`config.mk`:
```
export PLATFORM = sky130hd
export DESIGN_NAME = quoted_string_unescape_core
export DESIGN_NICKNAME = d
export VERILOG_FILES = /design/src/rtl/core/qsu_pkg.sv /design/src/rtl/core/qsu_front.sv /design/src/rtl/core/qsu_fifo.sv /design/src/rtl/core/qsu_back.sv /design/src/rtl/core/quoted_string_unescape_core.sv
export SDC_FILE = /design/constraint.sdc
export NUM_CORES = 1
export LEC_CHECK = 0
export ABC_CLOCK_PERIOD_IN_PS = 3900
export BUFFER_PORTS_ARGS = -buffer_cell sky130_fd_sc_hd__buf_2
export CAP_MARGIN = 5
export CORE_MARGIN = 2
export CORE_UTILIZATION = 50
export CTS_CLUSTER_DIAMETER = 80
export DETAILED_ROUTE_END_ITERATION = 12
export GPL_ROUTABILITY_DRIVEN = 1
export PLACE_DENSITY = 0.67
export REMOVE_ABC_BUFFERS = 1
export SYNTH_ARGS = -nofsm -noshare
export SYNTH_HDL_FRONTEND = slang
export SYNTH_HIERARCHICAL = 1
export SYNTH_SLANG_ARGS = --single-unit
```
`constraint.sdc`:
```
create_clock -name clk -period 3.9 [get_ports clk]
set_clock_uncertainty 0.15 [all_clocks]
set_input_delay 0 -clock clk [delete_from_list [all_inputs] [get_ports clk]]
set_output_delay 0 -clock clk [all_outputs]
set_load 0.05 [all_outputs]
```
`src/rtl/core/qsu_pkg.sv`:
```
`timescale 1ns / 1ps
// ----------------------------------------------------------------------------
// qsu_pkg
// Shared types and constants of the quoted string unescape core.
// ----------------------------------------------------------------------------
package qsu_pkg;

	localparam int QDepth = 2;
	localparam int QPtrW  = (QDepth > 1) ? $clog2(QDepth) : 1;
	localparam int QCntW  = $clog2(QDepth + 1);

	localparam logic [1:0] KIND_DATA = 2'd0;
	localparam logic [1:0] KIND_END  = 2'd1;
	localparam logic [1:0] KIND_ERR  = 2'd2;

	typedef struct packed {
		logic [7:0] data;
		logic [1:0] kind;
		logic       last;
	} res_t;

	// one queue word: the results that one input byte causes
	typedef struct packed {
		logic pair;
		res_t r0;
		res_t r1;
	} ent_t;

	function automatic res_t make_res(logic [7:0] data, logic [1:0] kind);
		res_t r;
		r.data = data;
		r.kind = kind;
		r.last = 1'b0;
		return r;
	endfunction

endpackage

```
`src/rtl/core/qsu_front.sv`:
```
`timescale 1ns / 1ps
// ----------------------------------------------------------------------------
// qsu_front
// Accepts text bytes, tracks quote and escape state, and builds queue words.
// ----------------------------------------------------------------------------
module qsu_front (
	input  logic          clk,
	input  logic          arst_n,
	input  logic          in_valid,
	output logic          in_stall,
	input  logic [7:0]    in_byte,
	input  logic          q_full,
	output logic          q_push,
	output qsu_pkg::ent_t q_wdata
);
	import qsu_pkg::*;

	localparam logic [2:0] M_OUT = 3'd0;
	localparam logic [2:0] M_IN  = 3'd1;
	localparam logic [2:0] M_ESC = 3'd2;
	localparam logic [2:0] M_HEX = 3'd3;
	localparam logic [2:0] M_OCT = 3'd4;
	localparam logic [2:0] M_ERR = 3'd5;

	localparam logic [7:0] CH_NUL   = 8'h00;
	localparam logic [7:0] CH_QUOTE = 8'h22;
	localparam logic [7:0] CH_BSL   = 8'h5C;
	localparam logic [7:0] CH_PCT   = 8'h25;
	localparam logic [7:0] CH_ZERO  = 8'h30;
	localparam logic [7:0] CH_LA    = 8'h61;
	localparam logic [7:0] CH_LB    = 8'h62;
	localparam logic [7:0] CH_LF    = 8'h66;
	localparam logic [7:0] CH_LN    = 8'h6E;
	localparam logic [7:0] CH_LT    = 8'h74;
	localparam logic [7:0] CH_LX    = 8'h78;
	localparam logic [7:0] CH_UA    = 8'h41;
	localparam logic [7:0] CH_UF    = 8'h46;
	localparam logic [7:0] CH_NINE  = 8'h39;
	localparam logic [7:0] CH_EIGHT = 8'h38;
	localparam logic [7:0] VAL_BEL  = 8'h07;
	localparam logic [7:0] VAL_BS   = 8'h08;
	localparam logic [7:0] VAL_FF   = 8'h0C;
	localparam logic [7:0] VAL_LF   = 8'h0A;
	localparam logic [7:0] VAL_TAB  = 8'h09;
	localparam logic [1:0] HEX_LIM  = 2'd2;
	localparam logic [1:0] OCT_LIM  = 2'd3;

	logic [2:0] mode_q, mode_d;
	logic [1:0] cnt_q, cnt_d, cnt_n;
	logic [8:0] val_q, val_d, val_sum;
	logic [1:0] nres;
	res_t       r0, r1;
	logic       dig_ok;
	logic [3:0] dig_val;
	logic       accept;

	assign in_stall = q_full;
	assign accept   = in_valid && !q_full;

	always_comb begin
		dig_ok  = 1'b0;
		dig_val = in_byte[3:0];
		if (mode_q == M_HEX) begin
			if (in_byte >= CH_ZERO && in_byte <= CH_NINE) begin
				dig_ok = 1'b1;
			end else if ((in_byte >= CH_LA && in_byte <= CH_LF) ||
					(in_byte >= CH_UA && in_byte <= CH_UF)) begin
				dig_ok  = 1'b1;
				dig_val = in_byte[3:0] + 4'd9;
			end
		end else begin
			dig_ok = (in_byte >= CH_ZERO) && (in_byte < CH_EIGHT);
		end
		if (mode_q == M_HEX) begin
			val_sum = {val_q[4:0], dig_val};
		end else begin
			val_sum = {val_q[5:0], dig_val[2:0]};
		end
		cnt_n = cnt_q + 2'd1;
	end

	always_comb begin
		mode_d = mode_q;
		cnt_d  = cnt_q;
		val_d  = val_q;
		nres   = 2'd0;
		r0     = make_res(CH_NUL, KIND_DATA);
		r1     = make_res(CH_NUL, KIND_DATA);
		case (mode_q)
			M_IN: begin
				if (in_byte == CH_NUL) begin
					r0     = make_res(CH_NUL, KIND_ERR);
					nres   = 2'd1;
					mode_d = M_OUT;
				end else if (in_byte == CH_QUOTE) begin
					mode_d = M_OUT;
				end else if (in_byte == CH_BSL) begin
					mode_d = M_ESC;
				end else begin
					r0   = make_res(in_byte, KIND_DATA);
					nres = 2'd1;
				end
			end
			M_ESC: begin
				nres   = 2'd1;
				mode_d = M_IN;
				case (in_byte)
					CH_LA:    r0 = make_res(VAL_BEL, KIND_DATA);
					CH_LB:    r0 = make_res(VAL_BS, KIND_DATA);
					CH_LF:    r0 = make_res(VAL_FF, KIND_DATA);
					CH_LN:    r0 = make_res(VAL_LF, KIND_DATA);
					CH_LT:    r0 = make_res(VAL_TAB, KIND_DATA);
					CH_BSL,
					CH_QUOTE,
					CH_PCT:   r0 = make_res(in_byte, KIND_DATA);
					CH_LX: begin
						nres   = 2'd0;
						mode_d = M_HEX;
						cnt_d  = 2'd0;
						val_d  = 9'd0;
					end
					CH_ZERO: begin
						nres   = 2'd0;
						mode_d = M_OCT;
						cnt_d  = 2'd0;
						val_d  = 9'd0;
					end
					default: begin
						r0     = make_res(CH_NUL, KIND_ERR);
						mode_d = (in_byte == CH_NUL) ? M_OUT : M_ERR;
					end
				endcase
			end
			M_HEX, M_OCT: begin
				if (dig_ok) begin
					if (cnt_n >= ((mode_q == M_HEX) ? HEX_LIM : OCT_LIM)) begin
						cnt_d = 2'd0;
						val_d = 9'd0;
						nres  = 2'd1;
						if (val_sum != 9'd0) begin
							r0     = make_res(val_sum[7:0], KIND_DATA);
							mode_d = M_IN;
						end else begin
							r0     = make_res(CH_NUL, KIND_ERR);
							mode_d = M_ERR;
						end
					end else begin
						cnt_d = cnt_n;
						val_d = val_sum;
					end
				end else begin
					cnt_d = 2'd0;
					val_d = 9'd0;
					nres  = 2'd1;
					if (val_q != 9'd0) begin
						r0     = make_res(val_q[7:0], KIND_DATA);
						mode_d = M_IN;
						if (in_byte == CH_NUL) begin
							r1     = make_res(CH_NUL, KIND_ERR);
							nres   = 2'd2;
							mode_d = M_OUT;
						end else if (in_byte == CH_QUOTE) begin
							mode_d = M_OUT;
						end else if (in_byte == CH_BSL) begin
							mode_d = M_ESC;
						end else begin
							r1   = make_res(in_byte, KIND_DATA);
							nres = 2'd2;
						end
					end else begin
						r0     = make_res(CH_NUL, KIND_ERR);
						mode_d = (in_byte == CH_NUL) ? M_OUT : M_ERR;
					end
				end
			end
			M_ERR: begin
				if (in_byte == CH_NUL) begin
					mode_d = M_OUT;
				end
			end
			default: begin
				mode_d = M_OUT;
				if (in_byte == CH_NUL) begin
					r0   = make_res(CH_NUL, KIND_END);
					nres = 2'd1;
				end else if (in_byte == CH_QUOTE) begin
					mode_d = M_IN;
				end else begin
					r0   = make_res(in_byte, KIND_DATA);
					nres = 2'd1;
				end
			end
		endcase
		r0.last = (nres == 2'd1);
		r1.last = 1'b1;
	end

	assign q_push       = accept && (nres != 2'd0);
	assign q_wdata.pair = (nres == 2'd2);
	assign q_wdata.r0   = r0;
	assign q_wdata.r1   = r1;

	always_ff @(posedge clk or negedge arst_n) begin
		if (!arst_n) begin
			mode_q <= M_OUT;
			cnt_q  <= 2'd0;
			val_q  <= 9'd0;
		end else if (accept) begin
			mode_q <= mode_d;
			cnt_q  <= cnt_d;
			val_q  <= val_d;
		end
	end

endmodule

```
`src/rtl/core/qsu_fifo.sv`:
```
`timescale 1ns / 1ps
// ----------------------------------------------------------------------------
// qsu_fifo
// Short word queue between the front and back parts.
// ----------------------------------------------------------------------------
module qsu_fifo (
	input  logic          clk,
	input  logic          arst_n,
	input  logic          push,
	input  qsu_pkg::ent_t wdata,
	output logic          full,
	input  logic          pop,
	output qsu_pkg::ent_t rdata,
	output logic          empty
);
	import qsu_pkg::*;

	ent_t             mem_q [QDepth];
	logic [QPtrW-1:0] wptr_q, rptr_q;
	logic [QCntW-1:0] cnt_q;
	logic             do_push, do_pop;

	assign full    = (cnt_q == QCntW'(QDepth));
	assign empty   = (cnt_q == '0);
	assign do_push = push && !full;
	assign do_pop  = pop && !empty;
	assign rdata   = mem_q[rptr_q];

	always_ff @(posedge clk) begin
		if (do_push) begin
			mem_q[wptr_q] <= wdata;
		end
	end

	always_ff @(posedge clk or negedge arst_n) begin
		if (!arst_n) begin
			wptr_q <= '0;
			rptr_q <= '0;
			cnt_q  <= '0;
		end else begin
			if (do_push) begin
				wptr_q <= (wptr_q == QPtrW'(QDepth - 1)) ? '0 : wptr_q + 1'b1;
			end
			if (do_pop) begin
				rptr_q <= (rptr_q == QPtrW'(QDepth - 1)) ? '0 : rptr_q + 1'b1;
			end
			if (do_push && !do_pop) begin
				cnt_q <= cnt_q + 1'b1;
			end else if (do_pop && !do_push) begin
				cnt_q <= cnt_q - 1'b1;
			end
		end
	end

endmodule

```
`src/rtl/core/qsu_back.sv`:
```
`timescale 1ns / 1ps
// ----------------------------------------------------------------------------
// qsu_back
// Unpacks queue words into single results held in the output register.
// ----------------------------------------------------------------------------
module qsu_back (
	input  logic          clk,
	input  logic          arst_n,
	input  qsu_pkg::ent_t q_rdata,
	input  logic          q_empty,
	output logic          q_pop,
	output logic          out_valid,
	input  logic          out_stall,
	output logic [7:0]    out_byte,
	output logic [1:0]    kind,
	output logic          last
);
	import qsu_pkg::*;

	logic out_valid_q;
	res_t res_q;
	logic phase_q;
	logic load;
	res_t pick;

	assign load  = !out_valid_q || !out_stall;
	assign pick  = phase_q ? q_rdata.r1 : q_rdata.r0;
	assign q_pop = load && !q_empty && (!q_rdata.pair || phase_q);

	always_ff @(posedge clk) begin
		if (load && !q_empty) begin
			res_q <= pick;
		end
	end

	always_ff @(posedge clk or negedge arst_n) begin
		if (!arst_n) begin
			out_valid_q <= 1'b0;
			phase_q     <= 1'b0;
		end else if (load) begin
			out_valid_q <= !q_empty;
			if (!q_empty) begin
				phase_q <= q_rdata.pair && !phase_q;
			end
		end
	end

	assign out_valid = out_valid_q;
	assign out_byte  = res_q.data;
	assign kind      = res_q.kind;
	assign last      = res_q.last;

endmodule

```
`src/rtl/core/quoted_string_unescape_core.sv`:
```
`timescale 1ns / 1ps
// ----------------------------------------------------------------------------
// quoted_string_unescape_core
// Decodes C-style escapes in quoted text, one byte per cycle unless stalled.
//
//   channel  signals                          width
//   in       in_valid in_stall in_byte        8
//   out      out_valid out_stall out_byte     8
//            kind last                        2, 1
//
// One input byte is taken per cycle while the queue has room; the decode
// state updates in that same cycle. Results leave through a registered
// output one per cycle while out_stall is low, so a byte that ends a digit
// run with two results takes the output for both of them. Reset clears the
// decode state, the queue and the output valid; out_stall backs up into the
// two-word queue and then raises in_stall.
// ----------------------------------------------------------------------------
module quoted_string_unescape_core (
	input  logic       clk,
	input  logic       arst_n,
	input  logic       in_valid,
	output logic       in_stall,
	input  logic [7:0] in_byte,
	output logic       out_valid,
	input  logic       out_stall,
	output logic [7:0] out_byte,
	output logic [1:0] kind,
	output logic       last
);
	import qsu_pkg::*;

	ent_t q_wdata, q_rdata;
	logic q_push, q_full, q_pop, q_empty;

	qsu_front u_front (
		.clk      (clk),
		.arst_n   (arst_n),
		.in_valid (in_valid),
		.in_stall (in_stall),
		.in_byte  (in_byte),
		.q_full   (q_full),
		.q_push   (q_push),
		.q_wdata  (q_wdata)
	);

	qsu_fifo u_fifo (
		.clk    (clk),
		.arst_n (arst_n),
		.push   (q_push),
		.wdata  (q_wdata),
		.full   (q_full),
		.pop    (q_pop),
		.rdata  (q_rdata),
		.empty  (q_empty)
	);

	qsu_back u_back (
		.clk       (clk),
		.arst_n    (arst_n),
		.q_rdata   (q_rdata),
		.q_empty   (q_empty),
		.q_pop     (q_pop),
		.out_valid (out_valid),
		.out_stall (out_stall),
		.out_byte  (out_byte),
		.kind      (kind),
		.last      (last)
	);

endmodule
```
Word level (Yosys, flattened, before mapping)
Memories as Yosys holds them, arrays and structs flattened.
Index checks and enable logic that the tools add are counted.
Word-level totals
  flip-flop bits (word level): 31
  bits in writable memories: 44
  input port bits: 12
  output and inout bits: 13
  logic and storage cells: 153
  memories: 1
Memories
  u_fifo.mem_q: depth 2, bits a word 22, rd ports 1, clocked after memory_dff 0, wr ports 1, line qsu_fifo.sv:18  | ent_t mem_q [QDepth];
Operators by class
  add/sub/neg operators: 6
  magnitude comparators: 8
  equal/unequal tests: 22
  multiplexer cells: 66
  bitwise gates (word level): 1
  reduce and logical (&&, ||, !) cells: 38
Operators by type and width (number)
  two-way mux 11 bit: 13
  one-hot mux 11 bit (7 select lines): 1
  equality test 8 x 7 -> 1 bit, second input constant: 7
  one-hot mux 11 bit (4 select lines): 1
  two-way mux 3 bit: 12
  two-way mux 9 bit: 4
  two-way mux 2 bit: 14
  equality test 8 x 6 -> 1 bit, second input constant: 3
  one-hot mux 9 bit (2 select lines): 1
  nonzero test 9 bit: 2
  >= comparator 8 x 7 -> 1 bit, second input constant: 2
  less-or-equal comparator 8 x 7 -> 1 bit, second input constant: 2
  logical AND 1 bit: 13
  two-way mux 1 bit: 13
  two-way mux 4 bit: 3
  one-hot mux 3 bit (4 select lines): 1
  one-hot mux 3 bit (3 select lines): 1
  >= comparator 8 x 6 -> 1 bit, second input constant: 1
  less-or-equal comparator 8 x 6 -> 1 bit, second input constant: 1
  logical NOT 1 bit: 8
  logical NOT 8 bit: 1
  less-than comparator 8 x 6 -> 1 bit, second input constant: 1
  one-hot mux 2 bit (4 select lines): 1
  OR reduction 8 bit: 1
  other kinds (24): 34

Depth between registers and ports, before layout
  depth after elaboration: 15
  mapped depth: 17
  mapped depth without buffers: 15

Cells and area by module
The synthesis kept the hierarchy.
Modules (own cells, without submodules)
  qsu_front: times used 1, cells an instance 268, area each 2054.5 µm²
  qsu_fifo: times used 1, cells an instance 91, area each 1959.4 µm²
  qsu_back: times used 1, cells an instance 31, area each 589.3 µm²

Least setup slack after synthesis
No wires, ideal clock.
  path type: input -> register
  start point: input in_byte[0]
  end point: memory u_fifo/mem_q[0][0] (netlist name), enable pin
  library setup time: 0.403 ns
  data arrival time: 3.074 ns
  required time: 3.347 ns
  slack: 0.273 ns
  cell stages on the path: 12
  cell sequence: buf_2 > inv_1 > ha_1 > nand2_1 > o2111ai_1 > o2bb2ai_1 > a31o_2 > a21oi_1 > a21oi_1 > a211oi_1 > nand2_1 > nor2_1
On the way
  longest elaborated chain between the ends: 13
  elaborated cells between the ends (all ways): 38
  those cells by class: 7 x order compare; 4 x eq/ne; 17 x mux; 10 x reduce/logical
RTL lines
  start, declared: line quoted_string_unescape_core.sv:23  | input logic [7:0] in_byte,
  >= comparator 8 x 7 -> 1 bit, or another cell as far along: line qsu_front.sv:66  | end else if ((in_byte >= CH_LA && in_byte <= CH_LF) ||
  logical AND 1 bit (on tied branches): line qsu_front.sv:66, qsu_front.sv:67
  logical OR 1 bit: line qsu_front.sv:66
  two-way mux 1 bit: line qsu_front.sv:66
  two-way mux 1 bit: line qsu_front.sv:64  | if (in_byte >= CH_ZERO && in_byte <= CH_NINE) begin
  two-way mux 1 bit: line qsu_front.sv:63  | if (mode_q == M_HEX) begin
  two-way mux 2 bit: line qsu_front.sv:135  | if (dig_ok) begin
  one-hot mux 2 bit (4 select lines) (*): line qsu_front.sv:89  | case (mode_q)
  nonzero test 2 bit (*): line qsu_front.sv:198  | assign q_push = accept && (nres != 2'd0);
  logical AND 1 bit (*): line qsu_front.sv:198
  named net q_push: line quoted_string_unescape_core.sv:33  | logic q_push, q_full, q_pop, q_empty;
  logical AND 1 bit (*): line qsu_fifo.sv:25  | assign do_push = push && !full;
  two-way mux 1 bit (*): line qsu_fifo.sv:30  | if (do_push) begin
  two-way mux 1 bit (implied by the code) (*): line qsu_fifo.sv:31  | mem_q[wptr_q] <= wdata;
  end, declared: line qsu_fifo.sv:18
The timed path passes the listed nets; every way through them passes the cells marked *.

Worst setup path after layout
  start point: input in_byte[1]
  end point: memory u_fifo/mem_q[0][15] (netlist name), enable pin
Same word-level chain as after synthesis.

==> summary.md <==
| Metric | Value |
|---|---|
| Status | `finished clean` |
| Worst hold path depth | `3` |
| Final std cells w/o fill | `roughly 530` |
| Initial core utilization | `just over 50%` |
| Hold EP | `u_fifo/mem_q[0][20]$_DFFE_PP_` |
| HP Start | `in_byte[6]` |
| Clock sinks | `77` |
| Final GP Congestion | `between 1 and 1.5` |
| Fmax | `between 200 and 300 MHz` |
| CP Depth | `13` |
| Crit path buf inv count | `3` |
| Sequential fraction of the synthesis area | `48.1%` |
| Placed insts | `between 500 and 600` |
| Clock transition at the registers of the reported paths | `~0.070 ns` |
| Unrepaired setup endpoints after global routing | `false` |
| Crit share post-route | `between 80% and 90%` |
| Pre-CTS worst setup slack | `about 0.48 ns` |
| Crit path time final | `approximately 3.4 ns` |
| Core area | `about 9000 um^2` |
| FFs w/ async S/R, synth | `around a quarter` |
| H-tree levels | `3` |
| P&R area growth vs syn | `9.21%` |
| CP max stage cell | `dlygate4sd3_1` |
| CP peak stage delay | `0.53 ns` |
| Reg2Reg Depth | `10` |
| Fill cells | `just under 800` |
| Initial antenna violation count | `0` |
| Static Leak | `just under 2 nW` |
| WP data arrival | `3.30 ns` |
| Mean Syn Cell Area | `roughly 12 um^2` |
| Grt met3 use | `~4.3%` |
| Worst slew margin | `a little under two fifths` |
| Post-DP HPWL | `about 7.0 mm` |
| Cell area after synthesis | `4600 um^2` |
| Max_cap viols | `0` |
| Root buffer cell | `clkbuf_8` |
| Start of the worst register-to-register path | `u_front/mode_q[0]$_DFFE_PN0P_` |
| Post-DP Area | `between 4000 and 5000 um^2` |
| Die span in x | `between 90 and 100 um` |
| Pwr/cell area | `approximately 700 nW/um^2` |
| Most common cell in the netlist | `edfxtp_1` |
| Top_reg_cell synth | `edfxtp_1` |
| Skew-Pair Late Insertion Delay | `0.34 ns` |
| Most frequent cells after synthesis | `edfxtp_1, nand2_1, mux2_4` |
| Tot GR Track Use | `20.5%` |
| CTS Buffer Depth | `2` |
| Final setup viols | `0` |
| Number of buffers created by CTS | `9` |
| Final instance area | `5030 um^2` |
| Die height | `approximately 100 um` |
| Pin count of the biggest net entering global routing | `25` |
| Rows | `35` |
| CP delay by family, top | `compound AO/OA/AOI/OAI gates` |
| First-pass DRT Iterations | `5` |
| FF+latch count, synth | `between 70 and 80` |
| Overflow left after global routing | `0` |
| Vias per Instance | `about 6` |
| Cells after Synth | `approximately 400` |
| Final setup TNS | `0 ns` |
| CTS tree | `done` |
| Reg-to-reg setup timing slack | `~0.50 ns` |
| Worst reg2reg endpoint | `u_fifo/mem_q[0][15]$_DFFE_PP_` |
| Ant. Diodes | `0` |
| GR Util met1 | `a little over a quarter` |
| EDFF count, synth | `57` |
| Cell variety after synth | `between 70 and 80` |
| Die area | `9990 um^2` |
| Maximum VDD drop | `between 0.0002 and 0.0003 V` |
| Final net count | `437` |
| Max-slew violations | `0` |
| Input/output buffers | `24` |
| HP Class | `primary input to flip-flop` |
| Met2 usage | `a little over a third` |
| Final worst setup slack | `about 0.46 ns` |
| Vias in the first global route | `between 3000 and 4000` |
| Synth area leaders | `edfxtp_1, dfrtp_1, mux2_4` |
| Tot Pwr | `3.51 mW` |
| DRC viols | `0` |
| Critical-path cell list | `dlygate4sd3_1 -> buf_2 -> ha_1 -> nand2_1 -> o2111ai_1 -> o2bb2ai_1 -> a31o_2 -> a21oi_1 -> a21oi_1 -> a211oi_1 -> nand2_1 -> nor2_2 -> buf_4` |
| Via Count | `3106` |
| Final WL | `between 9 and 10 mm` |
| Ys Warns | `6` |
| Top-area cell type share of the netlist area | `between 30% and 40%` |
| Antenna viol nets, final | `0` |
| Leading area contributor after synthesis | `edfxtp_1` |
| IO Pins | `25` |
| Share of cells above drive strength 1 | `between 20% and 30%` |
| Initial drt markers | `between 300 and 400` |
| Crit-path max FO | `23` |
| Wire per inst | `approximately 18 um` |
| First-pass GRT wire length | `roughly 16 mm` |
| GR peak layer | `met2` |
| Critical path type | `primary input to flip-flop` |
| CP Data Required Time | `~3.8 ns` |
| Worst setup EP type | `flip-flop` |
| Fin. Hold Viols | `0` |
| Startpoint types | `primary input` |
| Worst-margin pin slew | `just over 0.9 ns` |
[area by class of cell]
class / instances / area, um^2 / area share, %
clock buffer: 11 / 141 / 2.81
timing repair buffer: 37 / 235 / 4.68
inverter: 15 / 56.3 / 1.12
multi-input combinational: 277 / 2160 / 43.0
sequential: 77 / 2210 / 44.0
tap: 111 / 139 / 2.76
clock inverter: 5 / 83.8 / 1.67
[state kept, by name, indices dropped and copies added (netlist names)]
signal,flops
u_back/out_valid,1
u_fifo/rptr_q,1
u_front/val_q,9
u_back/last,1
u_fifo/wptr_q,1
u_fifo/cnt_q,2
u_front/mode_q,3
u_back/phase_q,1
u_fifo/mem_q,46
u_back/out_byte,8
u_front/cnt_q,2
u_back/kind,2
[per-stage QoR]
step | util [%] | hold WS (ns)
finish | 55.5 | 0.0321
global route | 55.5 | 0.0294
CTS | 55.5 | 0.00861
detailed placement | 52.2 | -0.176
global placement | 52.2 | -0.185
floorplan | - | -0.446
[power breakdown]
group          total (mW)  switching, mW  leakage, nW  internal (mW)
clock network       0.669          0.289        0.106          0.380
logic                1.50          0.895         1.04          0.604
registers            1.34          0.140        0.794           1.20
total                3.51           1.32         1.94           2.19
[worst max path at each step]
stage / start / endpoint / slack, ns
floorplan: u_front/mode_q[2]$_DFFE_PN0P_ / u_fifo/mem_q[0][0]$_DFFE_PP_ / 0.09
global route: in_byte[1] / u_fifo/mem_q[0][2]$_DFFE_PP_ / 0.18
finish: in_byte[1] / u_fifo/mem_q[0][15]$_DFFE_PP_ / 0.46
global placement: in_byte[0] / u_fifo/mem_q[0][6]$_DFFE_PP_ / 0.62
detailed placement: in_byte[0] / u_fifo/mem_q[0][4]$_DFFE_PP_ / 0.48
CTS: in_byte[1] / u_fifo/mem_q[0][14]$_DFFE_PP_ / 0.50
[worst reg2reg max path, stage by stage (launching register included)]
cell	delay (ns)
dfrtp_1	0.59
and3b_1	0.26
inv_2	0.12
ha_1	0.31
o21ai_1	0.16
a21oi_1	0.38
a21oi_1	0.15
a211oi_1	0.34
nand2_1	0.17
nor2_2	0.10
buf_4	0.31
[cells in the final DEF (no fill, tap or decap), types with 3 or more instances in the layout]
master / instances
dlygate4sd3_1: 7
a211oi_1: 3
ha_1: 8
edfxtp_1: 57
nor2b_1: 8
o21ai_1: 6
o211ai_1: 4
nand3_1: 11
a21oi_1: 20
nor2_1: 18
nor4_1: 3
nor3_1: 10
clkbuf_8: 10
mux2i_1: 3
inv_1: 14
dfrtp_1: 20
buf_4: 6
o31ai_1: 5
and2_1: 5
nand2_1: 41
buf_2: 24
mux2_2: 7
o21ai_0: 16
o22ai_1: 5
and3_1: 8
xnor2_1: 3
mux2_4: 28
nand2b_1: 3
a31oi_1: 3
[logic make-up (layout without fill, tap and decap cells)]
| group | count (synthesis) | in the layout | share of synthesized area [%] |
|---|---|---|---|
| compound gates | 86 | 86 | 13.7 |
| xor+xnor | 7 | 7 | 1.66 |
| fa+ha+maj | 8 | 8 | 2.17 |
| buf+inv | 36 | 68 | 5.08 |
| flops | 77 | 77 | 48.1 |
| mux | 39 | 39 | 11.7 |
| other cells | 2 | 2 | 0.163 |
| simple gates | 135 | 135 | 17.5 |
[routing by layer]
layer	wire length (um)	part of all wire [%]	vias to the layer above
met5	0	0	-
met4	219	2.3	0
met3	366	3.8	20
met2	4820	50	89
met1	4300	44	1487
li1	-	-	1510
[repair_timing]
action | in CTS | in global routing
gates resized for setup | 0 | 0
hold buffers | 7 | 0
hold endpoints to repair | 40 | 0
setup buffers | 0 | 0
No activity file was read; power rests on OpenSTA's default activity.
